## src/rtl/core/bgs_pkg.sv

```systemverilog
// Shared constants, types and codes of the bicubic grid sampler.
`timescale 1ns / 1ps
package bgs_pkg;
    localparam int MAX_COLS_DEF      = 256;
    localparam int MAX_ROWS_DEF      = 256;
    localparam int POS_FRAC_BITS_DEF = 16;

    localparam int HEIGHT_W = 24;
    localparam int POS_W    = 17;
    localparam int REG_W    = 9;
    localparam int IDX_W    = 3;
    localparam int OUT_W    = 32;
    localparam int TAP_W    = 27;
    localparam int E_W      = 32;
    localparam int RES_W    = E_W + 1;

    localparam logic [IDX_W-1:0] CFG_GRID_WIDTH  = 3'd0;
    localparam logic [IDX_W-1:0] CFG_GRID_HEIGHT = 3'd1;
    localparam logic [IDX_W-1:0] CFG_SCALE_X     = 3'd2;
    localparam logic [IDX_W-1:0] CFG_SCALE_Y     = 3'd3;

    localparam logic OP_WRITE = 1'b0;
    localparam logic OP_QUERY = 1'b1;

    typedef enum logic [3:0] {
        ST_IDLE,
        ST_SETUP,
        ST_READ,
        ST_LAST,
        ST_XSTART,
        ST_XWAIT,
        ST_YSTART,
        ST_YWAIT,
        ST_OUT
    } t_state;

    typedef enum logic [1:0] {
        CU_IDLE,
        CU_MUL,
        CU_ADD,
        CU_DONE
    } t_cu_state;
endpackage

```

## src/rtl/core/bgs_cubic.sv

```systemverilog
// Multi-cycle Catmull-Rom cubic evaluator with one shared multiplier.
`timescale 1ns / 1ps
module bgs_cubic #(
    parameter int POS_FRAC_BITS = bgs_pkg::POS_FRAC_BITS_DEF
) (
    input  logic                              i_clk,
    input  logic                              i_rst_n,
    input  logic                              i_start,
    input  logic signed [bgs_pkg::TAP_W-1:0]  i_a,
    input  logic signed [bgs_pkg::TAP_W-1:0]  i_b,
    input  logic signed [bgs_pkg::TAP_W-1:0]  i_c,
    input  logic signed [bgs_pkg::TAP_W-1:0]  i_d,
    input  logic        [POS_FRAC_BITS-1:0]   i_t,
    output logic                              o_done,
    output logic signed [bgs_pkg::RES_W-1:0]  o_result
);
    localparam int EW  = bgs_pkg::E_W;
    localparam int TW  = bgs_pkg::TAP_W;
    localparam int PRW = EW + POS_FRAC_BITS + 1;
    localparam logic signed [PRW-1:0] HALF = PRW'(1) <<< (POS_FRAC_BITS - 1);

    bgs_pkg::t_cu_state r_state, n_state;
    logic signed [EW-1:0]  r_e, r_b2, r_c2;
    logic signed [TW-1:0]  r_b;
    logic [POS_FRAC_BITS-1:0] r_t;
    logic [1:0]            r_step;
    logic signed [PRW-1:0] r_prod;

    logic signed [EW-1:0]  a_x, b_x, c_x, d_x;
    logic signed [PRW-1:0] rnd_full;
    logic signed [EW-1:0]  addend;
    logic signed [EW:0]    e_half;

    assign a_x = EW'(i_a);
    assign b_x = EW'(i_b);
    assign c_x = EW'(i_c);
    assign d_x = EW'(i_d);
    assign rnd_full = (r_prod + HALF) >>> POS_FRAC_BITS;
    assign addend = (r_step == 2'd0) ? r_b2 : ((r_step == 2'd1) ? r_c2 : '0);
    assign e_half = ($signed({r_e[EW-1], r_e}) + (EW+1)'(1)) >>> 1;

    always_ff @(posedge i_clk) begin
        if (!i_rst_n) begin
            r_state <= bgs_pkg::CU_IDLE;
        end else begin
            r_state <= n_state;
        end
    end

    always_ff @(posedge i_clk) begin
        case (r_state)
            bgs_pkg::CU_IDLE: begin
                if (i_start) begin
                    r_e    <= -a_x + 3 * b_x - 3 * c_x + d_x;
                    r_b2   <= 2 * a_x - 5 * b_x + 4 * c_x - d_x;
                    r_c2   <= c_x - a_x;
                    r_b    <= i_b;
                    r_t    <= i_t;
                    r_step <= 2'd0;
                end
            end
            bgs_pkg::CU_MUL: begin
                r_prod <= PRW'(r_e) * $signed({1'b0, r_t});
            end
            bgs_pkg::CU_ADD: begin
                r_e    <= rnd_full[EW-1:0] + addend;
                r_step <= r_step + 2'd1;
            end
            default: begin
            end
        endcase
    end

    always_comb begin
        n_state  = r_state;
        o_done   = 1'b0;
        o_result = $signed({{(bgs_pkg::RES_W-TW){r_b[TW-1]}}, r_b}) + e_half;
        case (r_state)
            bgs_pkg::CU_IDLE: if (i_start) n_state = bgs_pkg::CU_MUL;
            bgs_pkg::CU_MUL:  n_state = bgs_pkg::CU_ADD;
            bgs_pkg::CU_ADD:  n_state = (r_step == 2'd2) ? bgs_pkg::CU_DONE : bgs_pkg::CU_MUL;
            bgs_pkg::CU_DONE: begin
                o_done  = 1'b1;
                n_state = bgs_pkg::CU_IDLE;
            end
            default: n_state = bgs_pkg::CU_IDLE;
        endcase
    end
endmodule

```

## config.mk

```make
export PLATFORM = sky130hd
export DESIGN_NAME = bgs_cubic
export DESIGN_NICKNAME = d
export VERILOG_FILES = /design/src/rtl/core/bgs_pkg.sv /design/src/rtl/core/bgs_cubic.sv
export SDC_FILE = /design/constraint.sdc
export NUM_CORES = 2
export LEC_CHECK = 0
export BUFFER_PORTS_ARGS = -buffer_cell sky130_fd_sc_hd__buf_2
export CAP_MARGIN = 0
export CORE_MARGIN = 2
export CORE_UTILIZATION = 45
export CTS_CLUSTER_SIZE = 10
export DETAILED_ROUTE_END_ITERATION = 12
export PLACE_DENSITY = 0.65
export SYNTH_ARGS = -nofsm -noshare
export SYNTH_HDL_FRONTEND = slang
export SYNTH_SLANG_ARGS = --single-unit
```

## constraint.sdc

```tcl
create_clock -name i_clk -period 9.2 [get_ports i_clk]
set_clock_uncertainty 0.1 [all_clocks]
set_input_delay 0.92 -clock i_clk [delete_from_list [all_inputs] [get_ports i_clk]]
set_output_delay 0.92 -clock i_clk [all_outputs]
set_load 0.05 [all_outputs]
```

==> results_dict.tcl <==
set metrics [dict create \
    worst_ep_arrival_time_ns 7.86 \
    placedCellCount 5184 \
    maxCapViolCount 0 \
    period_needed_ns 7.727 \
    synth_flop_cell "edfxtp_1" \
    max_clock_freq_mhz 129.4 \
    cts_buffer_depth 2 \
    port_buffers 160 \
    detail_route.wl_per_cell_um 17.87 \
    status "complete, no violations" \
    min_path_type "in -> reg" \
    path_delay_family "adder cells" \
    drc 0 \
    drive_above_1_share 0.06165 \
    routed_wirelength_um 93220 \
    cp.buffers_inverters 3 \
    worstPathRequired_ns 9.33 \
    ios 161 \
    num_vias 27120 \
    grt_use_total 0.2263 \
    path_clk_slew_ns 0.08 \
    dp.final_hpwl_um 77050 \
    cts.htree.levels 4 \
    setup_viol 0 \
    synth_top_area_frac 0.3592 \
    routed.top_layer "met4" \
    synth_area_um2 37840 \
    met1_length_um 41640 \
    ctsHoldBuffers 0 \
    cp_slowest_cell "edfxtp_1" \
    relSlewSlack 0.09944 \
    area_delta_synth_final_pct 6.576 \
    grt_pass1_vias 28470 \
    synthTopCellsByArea "fa_1, edfxtp_1, ha_1, inv_1, nand2_1" \
    synth-warning-count 0 \
    antenna_found_initial 1 \
    via_per_inst 5.198 \
    hold_viol_final 0 \
    rsz0062_at_grt "no" \
    ctsRootBufferMaster "clkbuf_16" \
    drt_iter0_drc 1692 \
    grt_pass1_wl_um 152900 \
    synth-edff-count 170 \
    num-nets-final 5317 \
    clock_latency_ns 0.49 \
    multi_input_area_um2 28720 \
    cp-end-kind "flip-flop" \
    cts_resized 0 \
    die_y_um 294.0 \
    seq_area_um2 5145 \
    cp_slowest_stage_delay_ns 1.26 \
    most-common-layout-cells "inv_1, fa_1, nand2_1, ha_1, and2_1" \
    cp_common_cell "fa_1" \
    dieArea_um2 86430 \
    gp_congestion 0.9311 \
    grt_max_degree 68 \
    start_util 0.4536 \
    numCtsBuffers 17 \
    layout_commonest_cell "inv_1" \
    clock-sinks 172 \
    core_um2 83420 \
    synthArstFlopShare 0 \
    avgSynthCellArea_um2 9.367 \
    critPathKind "reg -> reg" \
    met2WireLength_um 44620 \
    post-synth-top-area-cell "fa_1" \
    cp_cell_sequence "nand2_1 > fa_1 > inv_1 > fa_1 > fa_1 > fa_1 > fa_1 > inv_1 > fa_1 > inv_1 > ha_1 > a211oi_1 > o211ai_1 > a31oi_1 > a211oi_2 > o2111ai_2 > a21o_1 > a211oi_1 > a211o_1 > a31o_1 > xnor2_1" \
    syn_nets 5234 \
    drv_slew 0 \
    fin_cells 5217 \
    die_w_um 294.0 \
    min_period_over_period 0.8399 \
    ant_nets 0 \
    cp-start-kind "flip-flop" \
    critPathMaxFanout 32 \
    ys_types 85 \
    yosysSeqAreaShare 0.1360 \
    postCtsSetupBuffers 0 \
    tritoncts "yes" \
    worst_slew_pin_slew_ns 1.351 \
    fp-row-count 106 \
    syn_inst 4040 \
    fillCellCount 7853 \
    tns_ns 0 \
    met3WireLength_um 5094 \
    firstDrtPassIters 5 \
    ys_ff_latch 172 \
    overflow 0 \
]
[cells by family after synthesis]
logic type,Yosys count,synth area share
DFF,172,0.1360
and+or+nand+nor,1006,0.1281
AOI/OAI and AO/OA,505,0.09062
buffers and inverters,1066,0.1059
adders and majority gates,1067,0.4875
xor gates and xnor gates,220,0.05092
muxes,4,0.001058
[flip-flops by register name, summed over array words and instances (netlist names)]
name     flops
r_b         27
r_c2        28
r_state      2
r_prod      33
r_step       2
r_e         32
r_b2        32
r_t         16
[per-stage QoR]
step / hold slack (ns) / worst slack, ns / utilization / instance area, µm²
2_1_floorplan: 0.4618 / 0.08139 / - / 37840
3_3_place_gp: 0.4998 / 1.621 / 0.4768 / 39770
3_5_place_dp: 0.4986 / 1.528 / 0.4768 / 39770
4_1_cts: 0.4535 / 1.486 / 0.4834 / 40330
5_1_grt: 0.4809 / 1.178 / 0.4835 / 40330
6_report: 0.5024 / 1.473 / 0.4835 / 40330
[path summary, 6_finish.rpt]
check,from,to,slack (ns),depth (start not counted)
max,r_t[11]$_DFFE_PP_,r_prod[47]$_DFFE_PN_,1.47,21
min,i_t[15],r_t[15]$_DFFE_PP_,0.50,1
min reg2reg,r_step[0]$_SDFFCE_PN0P_,r_step[0]$_SDFFCE_PN0P_,0.52,1
max reg2reg,r_t[11]$_DFFE_PP_,r_prod[47]$_DFFE_PN_,1.47,21
[layout make-up]
class                      count  share of cell area
timing repair buffer         191             0.02562
tap                         1080             0.03350
inverter                     939             0.08739
clock inverter                13            0.003102
sequential                   172              0.1276
antenna                        1          0.00006204
clock buffer                  19             0.01073
multi-input combinational   2802              0.7120
[layer usage]
layer | global-route usage | vias to the layer above
li1 | - | 12790
met1 | 0.3122 | 13540
met2 | 0.3792 | 686
met3 | 0.02870 | 106
met4 | 0.05488 | 0
met5 | 0 | -
[cell usage after synthesis, types with 10 or more instances]
| cell | instances |
|---|---|
| inv_1 | 939 |
| nor3_1 | 36 |
| clkbuf_1 | 117 |
| o31ai_1 | 10 |
| nand2_1 | 421 |
| and2_1 | 233 |
| a211oi_1 | 15 |
| edfxtp_1 | 170 |
| nand2b_1 | 23 |
| xor2_1 | 80 |
| o21ai_0 | 79 |
| and3_1 | 22 |
| fa_1 | 679 |
| a22o_1 | 27 |
| or3_1 | 16 |
| ha_1 | 388 |
| nor2_1 | 134 |
| o21a_1 | 31 |
| o21bai_1 | 16 |
| nand3_1 | 44 |
| a21oi_1 | 135 |
| nor2b_1 | 22 |
| a21o_1 | 61 |
| o21ai_1 | 17 |
| xnor2_1 | 140 |
| nand4_1 | 25 |
| a31oi_1 | 14 |
[worst reg2reg max path, cell delays in order (launching register included)]
cell	delay, ns
edfxtp_1	1.26
nand2_1	0.21
fa_1	0.46
inv_1	0.07
fa_1	0.44
fa_1	0.59
fa_1	0.43
fa_1	0.49
inv_1	0.05
fa_1	0.47
inv_1	0.04
ha_1	0.34
a211oi_1	0.34
o211ai_1	0.15
a31oi_1	0.36
a211oi_2	0.23
o2111ai_2	0.40
a21o_1	0.27
a211oi_1	0.13
a211o_1	0.30
a31o_1	0.22
xnor2_1	0.11
Power is not shown: default switching activity piles up to over one toggle a cycle in this logic, so the estimate is an artifact.
